**src/hdl/assert_macros.svh**
```systemverilog
// assertion macros shared by the motor fault protection rtl
// expects a clock aclk and an active-low reset aresetn in the calling scope
`ifndef ASSERT_MACROS_SVH
`define ASSERT_MACROS_SVH

// condition holds at every clock edge out of reset
`define MFP_ASSERT(lbl, cond, msg) \
    lbl: assert property (@(posedge aclk) disable iff (!aresetn) (cond)) else $error(msg);

// consequent holds in the same cycle as the antecedent
`define MFP_ASSERT_IMPL(lbl, ante, cons, msg) \
    lbl: assert property (@(posedge aclk) disable iff (!aresetn) (ante) |-> (cons)) \
        else $error(msg);

// consequent holds in the cycle after the antecedent
`define MFP_ASSERT_NEXT(lbl, ante, cons, msg) \
    lbl: assert property (@(posedge aclk) disable iff (!aresetn) (ante) |=> (cons)) \
        else $error(msg);

`endif

```
**src/hdl/mfp_pkg.sv**
```systemverilog
// shared types, constants and helper functions of the motor fault protection block
// no dependencies
`default_nettype none

package mfp_pkg;

    localparam int COUNT_WIDTH = 16;
    localparam int CMP_WIDTH   = (COUNT_WIDTH > 16) ? COUNT_WIDTH : 16;

    localparam int DATA_WIDTH  = 16;
    localparam int MAG_WIDTH   = DATA_WIDTH + 1;
    localparam int MASK_WIDTH  = 5;

    localparam int QUEUE_DEPTH = 2;
    localparam int QPTR_WIDTH  = (QUEUE_DEPTH > 1) ? $clog2(QUEUE_DEPTH) : 1;
    localparam int QCNT_WIDTH  = $clog2(QUEUE_DEPTH + 1);

    // low-phase threshold is (phase_loss_current * 13107) >> 15, about 0.4
    localparam int LOW_RATIO_NUM   = 13107;
    localparam int LOW_RATIO_SHIFT = 15;

    localparam logic [MASK_WIDTH-1:0] FLT_OC = 5'b00001;
    localparam logic [MASK_WIDTH-1:0] FLT_UV = 5'b00010;
    localparam logic [MASK_WIDTH-1:0] FLT_OV = 5'b00100;
    localparam logic [MASK_WIDTH-1:0] FLT_OT = 5'b01000;
    localparam logic [MASK_WIDTH-1:0] FLT_PL = 5'b10000;

    localparam logic [2:0] REG_OVER_CURRENT   = 3'd0;
    localparam logic [2:0] REG_UNDER_VOLTAGE  = 3'd1;
    localparam logic [2:0] REG_OVER_VOLTAGE   = 3'd2;
    localparam logic [2:0] REG_OVER_TEMP      = 3'd3;
    localparam logic [2:0] REG_PL_CURRENT     = 3'd4;
    localparam logic [2:0] REG_PL_SPEED       = 3'd5;
    localparam logic [2:0] REG_PL_HOLD_COUNT  = 3'd6;

    localparam logic [DATA_WIDTH-1:0] RST_OVER_CURRENT  = 16'd32768;
    localparam logic [DATA_WIDTH-1:0] RST_UNDER_VOLTAGE = 16'd0;
    localparam logic [DATA_WIDTH-1:0] RST_OVER_VOLTAGE  = 16'd65535;
    localparam logic [DATA_WIDTH-1:0] RST_OVER_TEMP     = 16'd32767;
    localparam logic [DATA_WIDTH-1:0] RST_PL_CURRENT    = 16'd32768;
    localparam logic [DATA_WIDTH-1:0] RST_PL_SPEED      = 16'd32768;
    localparam logic [DATA_WIDTH-1:0] RST_PL_HOLD_COUNT = 16'd65535;

    localparam logic KIND_SAMPLE = 1'b0;
    localparam logic KIND_CLEAR  = 1'b1;

    typedef struct packed {
        logic [DATA_WIDTH-1:0]        over_current_limit;
        logic [DATA_WIDTH-1:0]        under_voltage_limit;
        logic [DATA_WIDTH-1:0]        over_voltage_limit;
        logic signed [DATA_WIDTH-1:0] over_temp_limit;
        logic [DATA_WIDTH-1:0]        phase_loss_current;
        logic [DATA_WIDTH-1:0]        phase_loss_speed;
        logic [DATA_WIDTH-1:0]        phase_loss_hold_count;
    } cfg_t;

    // classified item passed from front to back
    typedef struct packed {
        logic clear;
        logic oc;
        logic uv;
        logic ov;
        logic ot;
        logic cand;
    } entry_t;

    typedef struct packed {
        logic [MASK_WIDTH-1:0]  faults;
        logic [COUNT_WIDTH-1:0] count;
    } back_status_t;

    function automatic logic [MAG_WIDTH-1:0] mag17(input logic [DATA_WIDTH-1:0] v);
        logic [MAG_WIDTH-1:0] ext;
        ext = {v[DATA_WIDTH-1], v};
        return v[DATA_WIDTH-1] ? (MAG_WIDTH'(0) - ext) : ext;
    endfunction

endpackage

`default_nettype wire

```
**src/hdl/mfp_cfg_regs.sv**
```systemverilog
// configuration register file of the motor fault protection block
// depends on mfp_pkg
`default_nettype none

module mfp_cfg_regs (
    input  wire logic                           aclk,
    input  wire logic                           aresetn,
    input  wire logic                           cfg_wr_en,
    input  wire logic [2:0]                     cfg_index,
    input  wire logic [mfp_pkg::DATA_WIDTH-1:0] cfg_wdata,
    output mfp_pkg::cfg_t                       cfg
);
    import mfp_pkg::*;

    cfg_t cfg_reg;
    cfg_t cfg_next;

    always_comb begin
        cfg_next = cfg_reg;
        if (cfg_wr_en) begin
            case (cfg_index)
                REG_OVER_CURRENT:  cfg_next.over_current_limit    = cfg_wdata;
                REG_UNDER_VOLTAGE: cfg_next.under_voltage_limit   = cfg_wdata;
                REG_OVER_VOLTAGE:  cfg_next.over_voltage_limit    = cfg_wdata;
                REG_OVER_TEMP:     cfg_next.over_temp_limit       = cfg_wdata;
                REG_PL_CURRENT:    cfg_next.phase_loss_current    = cfg_wdata;
                REG_PL_SPEED:      cfg_next.phase_loss_speed      = cfg_wdata;
                REG_PL_HOLD_COUNT: cfg_next.phase_loss_hold_count = cfg_wdata;
                default:           cfg_next = cfg_reg;
            endcase
        end
    end

    always_ff @(posedge aclk) begin
        if (!aresetn) begin
            cfg_reg.over_current_limit    <= RST_OVER_CURRENT;
            cfg_reg.under_voltage_limit   <= RST_UNDER_VOLTAGE;
            cfg_reg.over_voltage_limit    <= RST_OVER_VOLTAGE;
            cfg_reg.over_temp_limit       <= RST_OVER_TEMP;
            cfg_reg.phase_loss_current    <= RST_PL_CURRENT;
            cfg_reg.phase_loss_speed      <= RST_PL_SPEED;
            cfg_reg.phase_loss_hold_count <= RST_PL_HOLD_COUNT;
        end else begin
            cfg_reg <= cfg_next;
        end
    end

    assign cfg = cfg_reg;

endmodule

`default_nettype wire

```
**src/hdl/mfp_front.sv**
```systemverilog
// front end: accepts samples and reduces them to fault and phase-loss flags
// depends on mfp_pkg
`default_nettype none

module mfp_front (
    input  wire logic                           s_valid,
    output logic                                s_ready,
    input  wire logic                           s_kind,
    input  wire logic [mfp_pkg::DATA_WIDTH-1:0] s_current_a,
    input  wire logic [mfp_pkg::DATA_WIDTH-1:0] s_current_b,
    input  wire logic [mfp_pkg::DATA_WIDTH-1:0] s_current_c,
    input  wire logic [mfp_pkg::DATA_WIDTH-1:0] s_torque_reference,
    input  wire logic [mfp_pkg::DATA_WIDTH-1:0] s_speed,
    input  wire logic [mfp_pkg::DATA_WIDTH-1:0] s_bus_voltage,
    input  wire logic [mfp_pkg::DATA_WIDTH-1:0] s_temperature,
    input  wire mfp_pkg::cfg_t                  cfg,
    input  wire logic                           q_full,
    output logic                                q_push,
    output mfp_pkg::entry_t                     q_push_data
);
    import mfp_pkg::*;

    logic [MAG_WIDTH-1:0]  ia;
    logic [MAG_WIDTH-1:0]  ib;
    logic [MAG_WIDTH-1:0]  ic;
    logic [MAG_WIDTH-1:0]  iref;
    logic [MAG_WIDTH-1:0]  spd;
    logic [MAG_WIDTH-1:0]  oc_lim;
    logic [MAG_WIDTH-1:0]  pl_cur;
    logic [MAG_WIDTH-1:0]  pl_spd;
    logic [31:0]           thr_prod;
    logic [MAG_WIDTH-1:0]  low_thr;

    assign ia   = mag17(s_current_a);
    assign ib   = mag17(s_current_b);
    assign ic   = mag17(s_current_c);
    assign iref = mag17(s_torque_reference);
    assign spd  = mag17(s_speed);

    assign oc_lim = {1'b0, cfg.over_current_limit};
    assign pl_cur = {1'b0, cfg.phase_loss_current};
    assign pl_spd = {1'b0, cfg.phase_loss_speed};

    assign thr_prod = {16'b0, cfg.phase_loss_current} * 32'(LOW_RATIO_NUM);
    assign low_thr  = MAG_WIDTH'(thr_prod >> LOW_RATIO_SHIFT);

    assign s_ready = !q_full;
    assign q_push  = s_valid && !q_full;

    always_comb begin
        q_push_data.clear = (s_kind == KIND_CLEAR);
        q_push_data.oc    = (ia > oc_lim) || (ib > oc_lim) || (ic > oc_lim);
        q_push_data.uv    = s_bus_voltage < cfg.under_voltage_limit;
        q_push_data.ov    = s_bus_voltage > cfg.over_voltage_limit;
        q_push_data.ot    = $signed(s_temperature) > cfg.over_temp_limit;
        q_push_data.cand  = (iref >= pl_cur) && (spd >= pl_spd) &&
                            ((ia < low_thr) || (ib < low_thr) || (ic < low_thr));
    end

endmodule

`default_nettype wire

```
**src/hdl/mfp_queue.sv**
```systemverilog
// short queue of classified items between front and back
// depends on mfp_pkg
`default_nettype none

module mfp_queue (
    input  wire logic            aclk,
    input  wire logic            aresetn,
    input  wire logic            push,
    input  wire mfp_pkg::entry_t push_data,
    output logic                 full,
    input  wire logic            pop,
    output logic                 valid,
    output mfp_pkg::entry_t      data
);
    import mfp_pkg::*;

    entry_t                mem_reg [QUEUE_DEPTH];
    logic [QPTR_WIDTH-1:0] wr_ptr_reg;
    logic [QPTR_WIDTH-1:0] wr_ptr_next;
    logic [QPTR_WIDTH-1:0] rd_ptr_reg;
    logic [QPTR_WIDTH-1:0] rd_ptr_next;
    logic [QCNT_WIDTH-1:0] count_reg;
    logic [QCNT_WIDTH-1:0] count_next;
    logic                  do_push;
    logic                  do_pop;

    function automatic logic [QPTR_WIDTH-1:0] ptr_inc(input logic [QPTR_WIDTH-1:0] p);
        return (p == QPTR_WIDTH'(QUEUE_DEPTH - 1)) ? '0 : p + 1'b1;
    endfunction

    assign full    = (count_reg == QCNT_WIDTH'(QUEUE_DEPTH));
    assign valid   = (count_reg != '0);
    assign data    = mem_reg[rd_ptr_reg];
    assign do_push = push && !full;
    assign do_pop  = pop && valid;

    always_comb begin
        wr_ptr_next = do_push ? ptr_inc(wr_ptr_reg) : wr_ptr_reg;
        rd_ptr_next = do_pop ? ptr_inc(rd_ptr_reg) : rd_ptr_reg;
        count_next  = count_reg;
        if (do_push && !do_pop) begin
            count_next = count_reg + 1'b1;
        end else if (!do_push && do_pop) begin
            count_next = count_reg - 1'b1;
        end
    end

    always_ff @(posedge aclk) begin
        if (!aresetn) begin
            wr_ptr_reg <= '0;
            rd_ptr_reg <= '0;
            count_reg  <= '0;
        end else begin
            wr_ptr_reg <= wr_ptr_next;
            rd_ptr_reg <= rd_ptr_next;
            count_reg  <= count_next;
        end
    end

    always_ff @(posedge aclk) begin
        if (do_push) begin
            mem_reg[wr_ptr_reg] <= push_data;
        end
    end

endmodule

`default_nettype wire

```
**src/hdl/mfp_back.sv**
```systemverilog
// back end: sticky fault latch, phase-loss run counter and output register
// depends on mfp_pkg
`default_nettype none

module mfp_back (
    input  wire logic                           aclk,
    input  wire logic                           aresetn,
    input  wire logic [mfp_pkg::DATA_WIDTH-1:0] hold_count,
    input  wire logic                           q_valid,
    input  wire mfp_pkg::entry_t                q_data,
    output logic                                q_pop,
    output logic                                m_valid,
    input  wire logic                           m_ready,
    output logic [mfp_pkg::MASK_WIDTH-1:0]      m_fault_flags,
    output mfp_pkg::back_status_t               status
);
    import mfp_pkg::*;

    logic [MASK_WIDTH-1:0]  faults_reg;
    logic [MASK_WIDTH-1:0]  faults_next;
    logic [COUNT_WIDTH-1:0] count_reg;
    logic [COUNT_WIDTH-1:0] count_next;
    logic                   m_valid_reg;
    logic                   m_valid_next;
    logic [MASK_WIDTH-1:0]  mask_reg;
    logic [COUNT_WIDTH-1:0] count_inc;
    logic [MASK_WIDTH-1:0]  flags_or;
    logic                   pl_hit;

    assign q_pop = q_valid && (!m_valid_reg || m_ready);

    always_comb begin
        count_inc = (count_reg == '1) ? count_reg : count_reg + 1'b1;
        pl_hit    = CMP_WIDTH'(count_inc) >= CMP_WIDTH'(hold_count);
        flags_or  = faults_reg
                  | (q_data.oc ? FLT_OC : '0)
                  | (q_data.uv ? FLT_UV : '0)
                  | (q_data.ov ? FLT_OV : '0)
                  | (q_data.ot ? FLT_OT : '0);
        faults_next = faults_reg;
        count_next  = count_reg;
        if (q_pop) begin
            if (q_data.clear) begin
                faults_next = '0;
                count_next  = '0;
            end else if (q_data.cand) begin
                count_next  = count_inc;
                faults_next = flags_or | (pl_hit ? FLT_PL : '0);
            end else begin
                count_next  = '0;
                faults_next = flags_or;
            end
        end
    end

    always_comb begin
        if (q_pop) begin
            m_valid_next = 1'b1;
        end else if (m_ready) begin
            m_valid_next = 1'b0;
        end else begin
            m_valid_next = m_valid_reg;
        end
    end

    always_ff @(posedge aclk) begin
        if (!aresetn) begin
            faults_reg  <= '0;
            count_reg   <= '0;
            m_valid_reg <= 1'b0;
        end else begin
            faults_reg  <= faults_next;
            count_reg   <= count_next;
            m_valid_reg <= m_valid_next;
        end
    end

    always_ff @(posedge aclk) begin
        if (q_pop) begin
            mask_reg <= faults_next;
        end
    end

    assign m_valid       = m_valid_reg;
    assign m_fault_flags = mask_reg;
    assign status.faults = faults_reg;
    assign status.count  = count_reg;

endmodule

`default_nettype wire

```
**src/hdl/motor_fault_protection.sv**
```systemverilog
// motor drive fault protection latch, top level
// depends on mfp_pkg, mfp_cfg_regs, mfp_front, mfp_queue, mfp_back, assert_macros.svh
//
// Input channel s_*: one item per transfer, either a measurement sample (three phase
// currents, torque reference, speed, bus voltage, temperature) or a clear command.
// Output channel m_*: one fault mask per input item, in order.
// Configuration: cfg_wr_en writes cfg_wdata to the register at cfg_index;
// write only while no item is in flight.
// The mask of an item passes through the queue and then the output register before it
// is on m_*; a stall of the receiver holds it back further.
// Throughput: one item per cycle while m_ready is high; the front compares and
// classifies in the transfer cycle, the back updates the fault latch and run counter
// once per item. A two-entry queue separates them; when the receiver stalls the output
// register holds its mask, the queue fills, and s_ready drops once it is full.
// Reset (synchronous, aresetn low): fault latch and run counter zero, queue empty,
// no output valid, limits at their default values.
`default_nettype none

`include "assert_macros.svh"

module motor_fault_protection (
    input  wire logic                           aclk,
    input  wire logic                           aresetn,
    input  wire logic                           cfg_wr_en,
    input  wire logic [2:0]                     cfg_index,
    input  wire logic [mfp_pkg::DATA_WIDTH-1:0] cfg_wdata,
    input  wire logic                           s_valid,
    output logic                                s_ready,
    input  wire logic                           s_kind,
    input  wire logic [mfp_pkg::DATA_WIDTH-1:0] s_current_a,
    input  wire logic [mfp_pkg::DATA_WIDTH-1:0] s_current_b,
    input  wire logic [mfp_pkg::DATA_WIDTH-1:0] s_current_c,
    input  wire logic [mfp_pkg::DATA_WIDTH-1:0] s_torque_reference,
    input  wire logic [mfp_pkg::DATA_WIDTH-1:0] s_speed,
    input  wire logic [mfp_pkg::DATA_WIDTH-1:0] s_bus_voltage,
    input  wire logic [mfp_pkg::DATA_WIDTH-1:0] s_temperature,
    output logic                                m_valid,
    input  wire logic                           m_ready,
    output logic [mfp_pkg::MASK_WIDTH-1:0]      m_fault_flags
);
    import mfp_pkg::*;

    cfg_t         cfg;
    logic         q_full;
    logic         q_push;
    entry_t       q_push_data;
    logic         q_pop;
    logic         q_valid;
    entry_t       q_data;
    back_status_t status;

    mfp_cfg_regs u_cfg (
        .aclk      (aclk),
        .aresetn   (aresetn),
        .cfg_wr_en (cfg_wr_en),
        .cfg_index (cfg_index),
        .cfg_wdata (cfg_wdata),
        .cfg       (cfg)
    );

    mfp_front u_front (
        .s_valid            (s_valid),
        .s_ready            (s_ready),
        .s_kind             (s_kind),
        .s_current_a        (s_current_a),
        .s_current_b        (s_current_b),
        .s_current_c        (s_current_c),
        .s_torque_reference (s_torque_reference),
        .s_speed            (s_speed),
        .s_bus_voltage      (s_bus_voltage),
        .s_temperature      (s_temperature),
        .cfg                (cfg),
        .q_full             (q_full),
        .q_push             (q_push),
        .q_push_data        (q_push_data)
    );

    mfp_queue u_queue (
        .aclk      (aclk),
        .aresetn   (aresetn),
        .push      (q_push),
        .push_data (q_push_data),
        .full      (q_full),
        .pop       (q_pop),
        .valid     (q_valid),
        .data      (q_data)
    );

    mfp_back u_back (
        .aclk          (aclk),
        .aresetn       (aresetn),
        .hold_count    (cfg.phase_loss_hold_count),
        .q_valid       (q_valid),
        .q_data        (q_data),
        .q_pop         (q_pop),
        .m_valid       (m_valid),
        .m_ready       (m_ready),
        .m_fault_flags (m_fault_flags),
        .status        (status)
    );

    // a clear command answers with an empty mask
    `MFP_ASSERT_NEXT(a_clear_zero, q_pop && q_data.clear, m_fault_flags == '0 && status.count == '0, "clear did not zero faults")
    // faults stay latched across samples
    `MFP_ASSERT_NEXT(a_sticky, q_pop && !q_data.clear, (status.faults & $past(status.faults)) == $past(status.faults), "latched fault lost")
    // a non-candidate sample breaks the phase-loss run
    `MFP_ASSERT_NEXT(a_run_break, q_pop && !q_data.cand, status.count == '0, "run counter not cleared")
    // the output register always mirrors the latch after a transfer out of the queue
    `MFP_ASSERT_NEXT(a_mask_match, q_pop, m_valid && m_fault_flags == status.faults, "mask differs from latch")

endmodule

`default_nettype wire
```
**config.mk**
```make
export PLATFORM = sky130hd
export DESIGN_NAME = motor_fault_protection
export DESIGN_NICKNAME = d
export VERILOG_FILES = /design/src/hdl/mfp_pkg.sv /design/src/hdl/mfp_cfg_regs.sv /design/src/hdl/mfp_front.sv /design/src/hdl/mfp_queue.sv /design/src/hdl/mfp_back.sv /design/src/hdl/motor_fault_protection.sv
export VERILOG_INCLUDE_DIRS = /design/src /design/src/hdl
export SDC_FILE = /design/constraint.sdc
export NUM_CORES = 1
export LEC_CHECK = 0
export BUFFER_PORTS_ARGS = -buffer_cell sky130_fd_sc_hd__buf_2
export CORE_MARGIN = 2
export CORE_UTILIZATION = 47
export DETAILED_ROUTE_END_ITERATION = 8
export GPL_ROUTABILITY_DRIVEN = 0
export PLACE_DENSITY = 0.65
export SLEW_MARGIN = 20
export SYNTH_ARGS = -nofsm -noshare
export SYNTH_HDL_FRONTEND = slang
export SYNTH_SLANG_ARGS = --single-unit
```
**constraint.sdc**
```tcl
create_clock -name aclk -period 8.8 [get_ports aclk]
set_input_delay 0.88 -clock aclk [delete_from_list [all_inputs] [get_ports aclk]]
set_output_delay 0.88 -clock aclk [all_outputs]
set_load 0.02 [all_outputs]
```
# After elaboration in Yosys (flattened, before gate mapping)
# Memories as Yosys holds them, arrays and structs flattened. A register that Yosys moved wholly into a read port is not among the register bits.
# Cells that the tools add are included.
# word_totals
ram_bits	12
ff_bits	143
wordCells	105
n_memories	1
input_bits	137
# mem_list
memory	depth	word_bits	read_ports	rd_clocked_by_memory_dff	wr	line	rtl
u_queue.mem_reg	2	6	1	1	1	mfp_queue.sv:17	entry_t mem_reg [QUEUE_DEPTH];
# op_classes
n_bitwise	5
n_eq_ne	8
mux	26
addsub	10
magnitude_cmp	12
n_reduce_logical	28
mul	1
# ops
op	n
$mux W17	5
$sub A1 B16 Y17 const A	5
$gt A17 B16 Y1	3
$lt A17 B15 Y1	3
$mux W16	3
$ge A17 B16 Y1	2
$gt A16 B16 Y1	2
$mul A16 B14 Y30 const B	1
$or A5 B5 Y5	5
$mux W5	4
$add A16 B1 Y16 const B	1
$eq A16 B16 Y1 const B	1
$ge A16 B16 Y1	1
$lt A16 B16 Y1	1
$reduce_and A2 Y1	7
$eq A3 B3 Y1 const B	3
$mux W1	9
$logic_and A1 B1 Y1	8
$eq A3 B2 Y1 const B	2
$mux W2	3
$reduce_bool A2 Y1	3
$logic_or A1 B1 Y1	5
$logic_not A1 Y1	4
$mux W4	1
other kinds (7)	8

# Longest topological paths before layout
# Gate-level depths: netlist of run 1.
# logic_depth
depth_word	9
ltp_mapped	31
depth_no_buf	31

# Modules after synthesis
# From an unflattened synthesis of run 1, not the netlist that was laid out.
# unflattened
cells_unflattened	1821
hier_area_um2	16260.6
# modules_own_cells
mod	cells_per_inst	n_inst	area_each_um2
mfp_front	1152	1	9475.3
mfp_cfg_regs	405	1	4294.1
mfp_back	220	1	1823.0
mfp_queue	44	1	668.1

# Worst setup path before layout of run 1
# Ideal clock, no wire load.
# synth_timing
kind	reg2reg
start	register u_cfg.cfg_reg (netlist bit u_cfg.cfg[33])
end	memory u_queue.mem_reg[0][0] (netlist bit) (data pin)
path_stages_with_launch	29
t_required_ps	8661
setup_time_ps	139
slack_ps	1906
arrival_time_ps	6755
period_less_slack_ps	6894
path_cell_list	dfxtp_1 -> ha_1 -> xor2_1 -> ha_1 -> fa_1 -> fa_1 -> fa_1 -> inv_1 -> fa_1 -> inv_1 -> ha_1 -> a21o_1 -> a21oi_1 -> o21a_1 -> nand3_1 -> and2_1 -> o21ai_0 -> nand2b_1 -> a21oi_1 -> xor2_1 -> ha_1 -> o21ai_0 -> a21oi_1 -> o31ai_1 -> o21bai_1 -> maj3_2 -> maj3_2 -> a211oi_2 -> a311o_1
# synth_lines
element	line	rtl
from (decl)	mfp_cfg_regs.sv:15	cfg_t cfg_reg;
from (signal assigned)	mfp_cfg_regs.sv:44	cfg_reg <= cfg_next;
to (decl)	mfp_queue.sv:17	

==> results, run 1 <==
- The relative slew slack is 30.13%.
- The number of instances in the synthesized netlist is 1839.
- The kind of capture point of the worst setup path is a flip-flop.
- Of all flip-flops after synthesis, the portion carrying an async set or reset was 0%.
- The register with the most flip-flops in the layout has 112 of them.
- The cell internal power dissipation is 1.572 mW.
- By area the synthesized netlist is led by sky130_fd_sc_hd__ha_1 (25%), sky130_fd_sc_hd__dfxtp_1 (18%), sky130_fd_sc_hd__fa_1 (8.4%).
- Compared with the post-synthesis result, the final layout area differs by 11.26%.
- Combinational logic is responsible for 30.8% of the overall power.
- Dividing the detail-routed wire length by the instance count gives 16.30 um.
- Of all nets on the critical path, the largest fanout is 7.
- The standard-cell row count is 66.
- The slowest library cell on the worst path is sky130_fd_sc_hd__fa_1.
- The number of global-route vias before repair was 12780.
- The average footprint of a synthesized cell is 8.547 um2.
- The worst hold path passes through 2 cells.
- The part of the cycle the worst path needs is 86.05%.
- The share of final-layout standard cells stronger than drive strength 1 is 10.42%.
- The max capacitance violation total is 0.
- The clock arrives with 7.414 ps of skew.
- Measured in cells, the most critical reg-to-reg path has a length of 28.
- The mapped netlist covers 15720 um2.
- The transition time at the pin with the least slew margin is 1044 ps.
- The pin count of the biggest net entering global routing is 86.
- The area of all placed cells without fillers is 17490 um2.
- The total clock sinks is 156.
- At the end of the flow, the number of nets in the layout was 2467.
- The initial utilization of the core area, before any placement, comes to 48.07%.
- The arrival time reported for the critical path endpoint is 7850 ps.
- The number of clock buffers inserted by TritonCTS is 17.
- The startpoint type of the worst setup path is a flip-flop.
- The maximum buffer depth of the clock tree is 2.
- The critical path in this run is classified as flip-flop to flip-flop.
- In this run, post-CTS hold repair placed 0 buffers.
- The number of search-and-repair iterations in the first detailed-routing pass is 5.
- Counting flops with a built-in enable in the synthesized netlist gives 17.
- In the final timing run, aggregate negative setup slack is 0 ps.
- Setup violations remaining at the end of the flow were counted as 0.
- The H-tree level count is 4.
- The commonest register cell after synthesis is sky130_fd_sc_hd__dfxtp_1.
- The switching power total is 753.5 uW.
- The peak per-stage delay on the critical path is 540 ps.
- STA puts the critical path data required time at 9070 ps.
- Summed over all cells, the static leakage comes to 8.319 nW.
- The post-CTS setup repair buffer count is 0.
- In this run the worst hold path is classified as flip-flop to flip-flop.
- Static timing analysis puts the maximum clock frequency at 0.1321 GHz.
- Setup repair after global routing left no endpoint under its margin.
- The clock tree from TritonCTS is done.
- The die is 186.9 um tall.
- The part of the Yosys area used for sequential elements is 20.95%.
- After legalization and detailed placement, the total HPWL measured 31.56 mm.
- 144 I/O pins were placed.
- The number of antenna violations at the first check in global routing is 4.
- Input and output buffers added on the ports amount to 143.
- The area share of the leading cell type in the synthesized netlist is 24.60%.
- Net switching is 32.40% of the power.
- The biggest area contributor in the post-synthesis netlist is sky130_fd_sc_hd__ha_1.
- The clock-pin slew of the registers on the worst-case setup and hold paths is 60 ps.
- The clock tree root driver cell is sky130_fd_sc_hd__clkbuf_16.
- The final wirelength is 39.33 mm.
- The detailed router finished its first iteration with 605 violations.
- The number of remaining DRC errors is 0.
- The library cell with the highest instance count after synthesis is sky130_fd_sc_hd__ha_1.
- The final number of max-transition violations is 0.
- The number of nets with antenna violations after detailed routing is 0.
- For this design the ratio of total power to cell area is 133.0 nW/um2.
- The first global-routing pass estimated 64.16 mm of wire.
- The area inside the core boundary is 32700 um2.
- The run finished with clean final reports.
- Overall power consumption after layout is estimated at 2.325 mW.
- For this run, the share of the core covered by cells in the final layout is 53.48%.
- In this run the horizontal extent of the chip is 186.9 um.
- The number of distinct library cells after synthesis is 73.
- Sorting the synthesized cells by how often they occur yields sky130_fd_sc_hd__ha_1 (309), sky130_fd_sc_hd__inv_1 (263), sky130_fd_sc_hd__nand2_1 (252).
- The standard cell area after detailed placement is 16820 um2.
- The global route total overflow is 0.
- In this run, post-CTS repair resized a total of 0 instances.
- The clock reaches the later pin of the worst-skew pair after 430 ps.
- Detailed routing inserted a total of 13060 vias.
- The worst-case IR drop observed on VDD is 160.9 uV.
- Synthesis inferred 156 register bits.
- The total count of hold-check failures in the final report is 0.
- In this run, flip-flops and latches consume 34.7% of the power.
- Global routing used 22.60% of the available tracks across all layers.
- The time the worst path needs with I/O delays and setup is 7572 ps.
- The number of nets produced by synthesis is 2351.
- For this run, the number of Yosys warnings is 0.
- The overall die area is 34920 um2.
- The clock network burns 34.6% of the power.
- In the routed layout, each cell is associated on average with a via count of 5.414.
==> power by group through the flow <==
stage | clock network, mW | logic, mW | registers (mW)
2_1_floorplan | 0 | 0.482 | 0.827
4_1_cts | 0.817 | 0.715 | 0.806
6_report | 0.804 | 0.715 | 0.806
5_1_grt | 0.845 | 0.809 | 0.811
3_3_place_gp | 0 | 0.685 | 0.820
3_5_place_dp | 0 | 0.705 | 0.820
==> through the flow <==
| step | instances | worst slack, ps | hold WS, ps |
|---|---|---|---|
| 2_1_floorplan | 1839 | 1906 | 443.5 |
| 3_3_place_gp | 2378 | 1503 | 452.9 |
| 3_5_place_dp | 2378 | 1242 | 458.9 |
| 4_1_cts | 2410 | 1209 | 466.9 |
| 5_1_grt | 2410 | 699.6 | 481.1 |
| 6_report | 2412 | 1228 | 464.7 |
==> layout by cell type, fill, tap and decap left out, types with 27 or more instances in the layout <==
cell,count
sky130_fd_sc_hd__o211ai_1,54
sky130_fd_sc_hd__nand3_1,35
sky130_fd_sc_hd__nor2_1,44
sky130_fd_sc_hd__xnor2_1,81
sky130_fd_sc_hd__a21boi_0,66
sky130_fd_sc_hd__ha_1,309
sky130_fd_sc_hd__a21oi_1,57
sky130_fd_sc_hd__dfxtp_1,139
sky130_fd_sc_hd__a21o_1,35
sky130_fd_sc_hd__buf_2,142
sky130_fd_sc_hd__o21a_1,30
sky130_fd_sc_hd__o21ai_0,55
sky130_fd_sc_hd__inv_1,263
sky130_fd_sc_hd__nand2_1,252
sky130_fd_sc_hd__nand2b_1,27
sky130_fd_sc_hd__fa_1,66
==> layer usage <==
metal | up-vias | routed length, um | GRT usage [%]
li1 | 6571 | - | -
met1 | 6144 | 18550 | 30.34
met2 | 276 | 18110 | 37.83
met3 | 66 | 1819 | 3.321
met4 | 2 | 837 | 6.319
met5 | - | 11 | 0
==> logic make-up after synthesis <==
| family | after synthesis | share of synthesized area (%) |
|---|---|---|
| AND/OR/NAND/NOR | 500 | 15.28 |
| AO/OA/AOI/OAI | 384 | 16.83 |
| buffers and inverters | 313 | 7.570 |
| adder cells (fa/ha/maj) | 379 | 33.27 |
| multiplexers | 10 | 0.7005 |
| flip-flops | 156 | 20.95 |
| XOR/XNOR | 97 | 5.405 |
==> final timing paths <==
path,start,to,slack [ps]
max reg2reg,u_cfg.cfg[33],u_queue.mem_reg[1][0],1230
min reg2reg,u_cfg.cfg[86],u_cfg.cfg[86],460
min,u_cfg.cfg[86],u_cfg.cfg[86],460
max,u_cfg.cfg[33],u_queue.mem_reg[1][0],1230
==> final cells by class <==
| class | instances | area (um2) |
|---|---|---|
| sequential | 156 | 3293 |
| clock inverter | 15 | 221.5 |
| inverter | 264 | 991.0 |
| timing repair buffer | 146 | 740.7 |
| antenna | 2 | 5.005 |
| fill | 3071 | 15210 |
| clock buffer | 17 | 425.4 |
| tap | 442 | 553.0 |
| multi-input combinational | 1370 | 11260 |
==> worst max-delay path, delay by kind of cell, from the launching register on <==
kind / cells / cell delay [ps]
buffers and inverters: 2 / 90
adders and majority gates: 10 / 4000
AOI/OAI and AO/OA: 10 / 1610
xor gates and xnor gates: 2 / 490
DFF: 1 / 460
and+or+nand+nor: 4 / 770
No activity file was read; power rests on OpenSTA's default activity.
==> run 2: changes to the inputs <==
--- a/config.mk
+++ b/config.mk
@@ -12,6 +12,7 @@
 export DETAILED_ROUTE_END_ITERATION = 8
 export GPL_ROUTABILITY_DRIVEN = 0
 export PLACE_DENSITY = 0.65
+export REMOVE_ABC_BUFFERS = 1
 export SLEW_MARGIN = 20
 export SYNTH_ARGS = -nofsm -noshare
 export SYNTH_HDL_FRONTEND = slang
==> run 2 against run 1 <==
Net effect:
- register-to-register slack improved by 70 ps
- maximum frequency grew 0.96%
- combinational power about the same
- non-clock buffer count rose by 1
- worst hold slack is essentially flat
- flip-flop and latch count did not move
- clock power fell by 12%
- count of clock-buffer cells in the layout rose by 6
- utilization fell by 0.24 points
- setup slack better by 72 ps
- first-iteration DRC count up 5.8%
- largest power group unchanged
==> results, run 2 (synthesis gave the netlist of run 1 again) <==
- The peak per-stage delay on the critical path was 540 ps (about the same).
- The setup slack on the worst flop-to-flop path is 1300 ps (+70 ps).
- The transition time at the pin with the least slew margin is 1086 ps (+41.87 ps).
- The initial DRC count is 640 (+5.8%).
- The run finished with clean final reports.
- The H-tree level count is 4 (unchanged).
- The number of remaining DRC errors is 0 (unchanged).
- The average detailed-routed wire length per instance is 16.10 um (-1.2%).
- The average vias per placed instance came to 5.344 (-1.3%).
- The vertical extent of the die came to 186.9 um (unchanged).
- The number of global-route vias before repair is 12580 (-1.6%).
- The startpoint type of the worst setup path is a flip-flop.
- The total clock sinks is 156 (unchanged).
- The HPWL reported at the end of detailed placement is 31.11 mm (-1.4%).
- The total design power was 2.221 mW (-4.5%).
- Setup repair after global routing left no endpoint under its margin.
- The kind of capture point of the worst setup path is a flip-flop.
- The count of hold buffers inserted by post-cts repair is 0 (unchanged).
- The maximum vdd drop is 165.5 uV (+2.9%).
- The core occupancy in the finished layout came to 53.24% (-0.24 points).
- The sequential power share is 36.2% (+1.5 points).
- The global route total overflow is 0 (unchanged).
- The later-pin clock latency in the skew report is 430 ps (about the same).
- The maximum fanout along the worst path is 7 (unchanged).
- The clock tree root driver cell is sky130_fd_sc_hd__clkbuf_16.
- The port buffer count was 143 (unchanged).
- The share of final-layout standard cells stronger than drive strength 1 was 10.41% (about the same).
- The starting density of the core came to 48.07% (unchanged).
- The arrival time reported for the critical path endpoint is 7770 ps (-80 ps).
- The total number of vias is 12890 (-1.3%).
- The largest clock skew in the final design is 8.984 ps (+1.571 ps).
- The part of the power in combinational logic was 32.1% (+1.3 points).
- The pin count of the biggest net entering global routing came to 95 (+10%).
- The required time of the critical path is 9070 ps (about the same).
- The clock-pin slew of the registers on the worst-case setup and hold paths was 60 ps (about the same).
- The relative slew slack is 26.65% (-3.5 points).
- The number of antenna violations at the first check in global routing is 2 (-2).
- The part of the cycle the worst path needs was 85.23% (-0.82 points).
- In this run the worst hold path is classified as flip-flop to flip-flop.
- The overall global routing resource usage is 22.16% (-0.44 points).
- The number of search-and-repair iterations in the first detailed-routing pass is 5 (unchanged).
- The setup TNS is 0 ps (unchanged).
- The critical path in this run is classified as flip-flop to flip-flop.
- The switching power total was 740.0 uW (-1.8%).
- The wire length of the first global-routing pass is 62.78 mm (-2.2%).
- The post-CTS setup repair buffer count is 0 (unchanged).
- The number of flip-flops under the largest register name came to 112 (unchanged).
- The proportion of total power due to net switching is 33.32% (+0.91 points).
- The synthesis-to-layout area growth is 10.76%.
- The total buffers and inverters traversed by the critical path is 2 (unchanged).
- The overall die area came to 34920 um2 (unchanged).
- The number of nets with antenna violations after detailed routing is 0 (unchanged).
- The maximum clock frequency is 0.1333 GHz (+0.96%).
- The standard-cell row count is 66 (unchanged).
- The smallest hold slack is 464.3 ps (-0.4360 ps).
- The time the worst path needs with I/O delays and setup was 7500 ps (-71.73 ps).
- The area inside the core boundary is 32700 um2 (unchanged).
- The final number of max-transition violations was 0 (unchanged).
- The static power due to leakage is 8.293 nW (-0.31%).
- In the layout the commonest cells are sky130_fd_sc_hd__ha_1 (309), sky130_fd_sc_hd__inv_1 (263), sky130_fd_sc_hd__nand2_1 (252), sky130_fd_sc_hd__buf_2 (142), sky130_fd_sc_hd__dfxtp_1 (139).
- The I/O pin total came to 144 (unchanged).
- Among cell families on the critical path, the largest total delay comes from adder cells.
- The die boundary width is 186.9 um (unchanged).
- The clock tree from TritonCTS is done.
- The final wirelength is 38.85 mm (-1.2%).
- The maximum buffer depth of the clock tree came to 2 (unchanged).
- The leading cell type in the layout, fill and taps excluded is sky130_fd_sc_hd__ha_1.
- The number of clock buffers inserted by TritonCTS is 17 (unchanged).
- The power share of the clock group was 31.7% (-2.9 points).
- The slowest library cell on the worst path is sky130_fd_sc_hd__fa_1.
- The max capacitance violation total is 0 (unchanged).
- The post-CTS resize count is 0 (unchanged).
- The power per standard cell area is 127.6 nW/um2 (-4.0%).
- The net count reported at finish is 2468 (+0.041%).
- The cell internal power dissipation came to 1.481 mW (-5.8%).
- The total count of hold-check failures in the final report is 0 (unchanged).
- The number of endpoints failing setup at the final stage came to 0 (unchanged).
==> run 2: changes by cell type in the layout (fill, tap and decap cells not counted), sizes merged <==
cell and change:
clkinv -1, clkbuf +6, clkinvlp -1, buf +1
bufinv -4
==> run 2: metal layers <==
| layer | routed length [um] | track usage, % | part of all wire, % |
|---|---|---|---|
| met1 | 18210 | 29.35 | 47 |
| met2 | 18200 | 37.80 | 47 |
| met3 | 1626 | 2.570 | 4.2 |
| met4 | 814 | 6.868 | 2.1 |
| met5 | 0 | 0 | 0 |
==> run 2: per-stage QoR <==
step	std cells	area, um2	setup WS [ps]
2_1_floorplan	1790	15520	1906
3_3_place_gp	2379	16830	1484
3_5_place_dp	2379	16830	1367
4_1_cts	2411	17400	1316
5_1_grt	2413	17410	861.4
6_report	2413	17410	1300
==> run 2: layout make-up <==
| cell class | count | area [um2] |
|---|---|---|
| Inverter | 264 | 991.0 |
| Clock buffer | 23 | 478.0 |
| Fill cell | 3110 | 15290 |
| Antenna cell | 2 | 5.005 |
| Sequential cell | 156 | 3293 |
| Clock inverter | 9 | 88.84 |
| Timing Repair Buffer | 147 | 748.2 |
| Tap cell | 442 | 553.0 |
| Multi-Input combinational cell | 1370 | 11250 |
==> run 2: worst paths after layout <==
| kind | start | to | cells after the start |
|---|---|---|---|
| max reg2reg | u_cfg.cfg[33] | u_queue.mem_reg[0][0] | 28 |
| min reg2reg | u_cfg.cfg[19] | u_cfg.cfg[19] | 2 |
| min | u_cfg.cfg[19] | u_cfg.cfg[19] | 2 |
| max | u_cfg.cfg[33] | u_queue.mem_reg[0][0] | 28 |
==> run 2: tightest hold or removal path, stage by stage (launching register included) <==
cell                       delay [ps]
sky130_fd_sc_hd__dfxtp_1          310
sky130_fd_sc_hd__nand2_1           50
sky130_fd_sc_hd__a21boi_0          60
==> run 2: power by group through the flow <==
stage	clock, mW	combinational, mW	sequential (mW)
3_3_place_gp	0	0.683	0.818
5_1_grt	0.749	0.800	0.809
3_5_place_dp	0	0.702	0.819
4_1_cts	0.714	0.710	0.804
6_report	0.704	0.713	0.804
2_1_floorplan	0	0.464	0.829
==> run 3: changes to the inputs <==
--- a/config.mk
+++ b/config.mk
@@ -6,6 +6,7 @@
 export SDC_FILE = /design/constraint.sdc
 export NUM_CORES = 1
 export LEC_CHECK = 0
+export ABC_AREA = 1
 export BUFFER_PORTS_ARGS = -buffer_cell sky130_fd_sc_hd__buf_2
 export CORE_MARGIN = 2
 export CORE_UTILIZATION = 47
==> constraint.sdc (replaced) <==
create_clock -name aclk -period 9.7 [get_ports aclk]
set_input_delay 0.97 -clock aclk [delete_from_list [all_inputs] [get_ports aclk]]
set_output_delay 0.97 -clock aclk [all_outputs]
set_load 0.02 [all_outputs]
==> run 3 against run 2 <==
Net effect:
- critical path depth rose by 8
- power rose by 5.3%
- count of clock-buffer cells in the layout fell by 5
- clock power fell by 9.7%
- flip-flop and latch count did not move
==> results, run 3 <==
- The number of nets with antenna violations after detailed routing is 0 (unchanged).
- The clock tree from TritonCTS is done.
- The die boundary width is 190.0 um (+1.7%).
- The number of clock buffers inserted by TritonCTS is 17 (unchanged).
- The power per standard cell area was 130.1 nW/um2 (+1.9%).
- The number of endpoints failing setup at the final stage is 0 (unchanged).
- The max capacitance violation total is 0 (unchanged).
- The net count reported at finish is 2786 (+13%).
- The standard-cell row count is 68 (+3.0%).
- In this run the clock root is driven by a sky130_fd_sc_hd__clkbuf_16.
- The maximum clock frequency was 0.1463 GHz (+9.7%).
- The synthesized cell area came to 16250 um2 (+3.4%).
- The number of global-route vias before repair is 13830 (+10%).
- The part of the cycle the worst path needs is 70.45% (-15 points).
- The average detailed-routed wire length per instance is 15.77 um (-2.0%).
- The total count of hold-check failures in the final report was 0 (unchanged).
- The vertical extent of the die is 190.0 um (+1.7%).
- The most used cell along the critical path is sky130_fd_sc_hd__nand2_1.
- The transition time at the pin with the least slew margin came to 1088 ps (+1.876 ps).
- The part of the power in combinational logic is 41.2% (+9.1 points).
- The area share of the leading cell type in the synthesized netlist is 23.79% (-0.81 points).
- Among all cell types in the netlist, the one instantiated most often is sky130_fd_sc_hd__inv_1.
- The average footprint of a synthesized cell is 7.553 um2 (-12%).
- The total clock sinks is 156 (unchanged).
- The part of the Yosys area used for sequential elements was 20.26% (-0.69 points).
- The number of remaining DRC errors is 0 (unchanged).
- The cell count of the worst hold path is 1 (-1).
- The later-pin clock latency in the skew report was 430 ps (about the same).
- Counting instances in the post-synthesis netlist gives the leading cell types as sky130_fd_sc_hd__inv_1 (398), sky130_fd_sc_hd__nand2_1 (350), sky130_fd_sc_hd__ha_1 (309).
- The share of final-layout standard cells stronger than drive strength 1 came to 10.14% (-0.27 points).
- The largest clock skew in the final design is 12.25 ps (+3.265 ps).
- The final number of max-transition violations is 0 (unchanged).
- The kind of capture point of the worst setup path is a flip-flop.
- The required time of the critical path came to 9890 ps (+820 ps).
- The setup TNS was 0 ps (unchanged).
- By area the synthesized netlist is led by sky130_fd_sc_hd__ha_1 (24%), sky130_fd_sc_hd__dfxtp_1 (17%), sky130_fd_sc_hd__inv_1 (9.2%).
- The arrival time reported for the critical path endpoint is 7030 ps (-740 ps).
- The flow ran to the end, and the final reports show no timing, DRC or antenna violations.
- The H-tree level count is 4 (unchanged).
- The slowest stage of the critical path is the sky130_fd_sc_hd__fa_1 cell.
- The number of flip-flops under the largest register name is 112 (unchanged).
- The power share of the clock group came to 27.2% (-4.5 points).
- The maximum vdd drop was 98.97 uV (-40%).
- The overall die area is 36080 um2 (+3.3%).
- The maximum fanout along the worst path is 7 (unchanged).
- The number of storage elements in the synthesis netlist is 156 (unchanged).
- The category of the most critical setup path is flip-flop to flip-flop.
- The clock-pin slew of the registers on the worst-case setup and hold paths is 70 ps (about the same).
- The overall global routing resource usage was 24.35% (+2.2 points).
- The proportion of total power due to net switching is 40.01% (+6.7 points).
- The average vias per placed instance is 5.208 (-2.5%).
- The proportion of register bits with asynchronous set or reset after synthesis is 0% (unchanged).
- The static power due to leakage is 9.285 nW (+12%).
- The class of the tightest hold or removal check is flip-flop to flip-flop.
- The worst-case reg-to-reg path depth came to 36 (+29%).
- The global route total overflow is 0 (unchanged).
- The core occupancy in the finished layout came to 52.43% (-0.81 points).
- The cell internal power dissipation was 1.403 mW (-5.3%).
- The commonest register cell after synthesis is sky130_fd_sc_hd__dfxtp_1.
- The total number of vias came to 14320 (+11%).
- The startpoint type of the worst setup path is a flip-flop.
- The number of instances in the synthesized netlist is 2152 (+17%).
- The count of hold buffers inserted by post-cts repair was 0 (unchanged).
- The switching power total came to 935.4 uW (+26%).
- The count of warnings emitted by yosys is 0 (unchanged).
- The number of enable-type register cells in the synthesized netlist came to 17 (unchanged).
- In the layout the commonest cells are sky130_fd_sc_hd__inv_1 (398), sky130_fd_sc_hd__nand2_1 (350), sky130_fd_sc_hd__ha_1 (309), sky130_fd_sc_hd__a21oi_1 (193).
- The relative slew slack is 27.47% (+0.82 points).
- The maximum buffer depth of the clock tree is 2 (unchanged).
- The critical path starts at u_cfg.cfg[39].
- The starting density of the core came to 47.40% (-0.67 points).
- The launch instance of the worst min-delay path is u_queue.rd_ptr_reg.
- The final wirelength came to 43.36 mm (+12%).
- The initial DRC count is 801 (+25%).
- The sequential power share is 31.6% (-4.6 points).
- The pin count of the biggest net entering global routing is 113 (+19%).
- The number of search-and-repair iterations in the first detailed-routing pass is 5 (unchanged).
- Relative to the synthesized area, the layout overhead comes to 10.61%.
- The total design power is 2.338 mW (+5.3%).
- The area inside the core boundary is 34290 um2 (+4.9%).
- The wire length of the first global-routing pass was 69.44 mm (+11%).
- The leading cell type in the layout, fill and taps excluded is sky130_fd_sc_hd__inv_1.
- The I/O pin total is 144 (unchanged).
- The port buffer count is 143 (unchanged).
- The time the worst path needs with I/O delays and setup was 6834 ps (-666.3 ps).
- The number of antenna violations at the first check in global routing is 13 (+11).
- The number of distinct library cells after synthesis came to 53 (-27%).
- The HPWL reported at the end of detailed placement came to 36.00 mm (+16%).
- The largest area contributor in the synthesized netlist is sky130_fd_sc_hd__ha_1.
- Setup repair after global routing left no endpoint under its margin.
- The peak per-stage delay on the critical path was 550 ps (about the same).
- The post-CTS setup repair buffer count is 0 (unchanged).
- The startpoint of the worst-slack reg-to-reg timing path is u_cfg.cfg[39].
- The post-CTS resize count was 0 (unchanged).
## run 3: cell count changes after synthesis, sizes merged, moves of 27 or more
cell and delta:
xor2 +45, a21boi -64, nand2 +115, nor2b -27, nand3 +29, nand2b -27, inv +139, nor2 +106
xnor2 -55, o21ai +58, a21oi +138
## run 3: layout make-up
cell class | instances | area [um2]
clock buffer | 18 | 429.2
tap | 455 | 569.3
multi-input combinational | 1547 | 11280
sequential | 156 | 3293
clock inverter | 14 | 122.6
inverter | 404 | 1516
antenna | 7 | 17.52
fill | 3324 | 16310
timing repair buffer | 148 | 753.2
## run 3: kinds of logic (layout without fill, tap and decap cells)
group | after synthesis | in the layout | synth area share, %
adder cells (fa/ha/maj) | 375 | 375 | 31.92
multiplexers | 6 | 6 | 0.4080
flip-flops | 156 | 156 | 20.26
AO/OA/AOI/OAI | 418 | 418 | 14.61
XOR/XNOR | 87 | 87 | 4.734
other | 0 | 7 | 0
AND/OR/NAND/NOR | 661 | 661 | 17.68
buffers and inverters | 449 | 584 | 10.39
## run 3: stage by stage
stage	cells	cell area (um2)	setup slack, ps	hold slack (ps)
after global routing	2745	17970	2369	479.7
after detailed placement	2710	17410	2931	443.6
after CTS	2742	17960	2916	454.1
after global placement	2710	17410	3049	434.1
final	2749	17980	2866	456.0
after floorplan	2107	16080	3545	425.5
## run 3: worst paths after layout
kind	to	slack (ps)
setup / recovery	u_queue.mem_reg[0][0]	2870
hold / removal	flip-flop	460
setup reg to reg	u_queue.mem_reg[0][0]	2870
hold reg to reg	flip-flop	460
## run 3: worst max-delay path, delay by kind of cell, from the launching register on
| family | cells | cell delay, ps |
|---|---|---|
| compound gates | 4 | 670 |
| fa+ha+maj | 8 | 3540 |
| flops | 1 | 420 |
| buf+inv | 7 | 360 |
| simple gates | 16 | 1260 |
| xor+xnor | 1 | 340 |
## run 3: layer usage
layer  vias up  global-route usage, %  share of wire (%)
li1       7324                      -                  -
met1      6561                  31.26                 44
met2       349                  41.23                 47
met3        74                  4.556                6.3
met4        10                  7.841                2.6
met5         -                      0               0.17
## run 3: power by group through the flow
stage	Combinational, mW	Sequential [mW]	Clock, mW
after CTS	0.961	0.738	0.645
after global routing	1.09	0.743	0.672
final	0.964	0.738	0.636
after floorplan	0.650	0.760	0
after global placement	0.930	0.751	0
after detailed placement	0.954	0.752	0
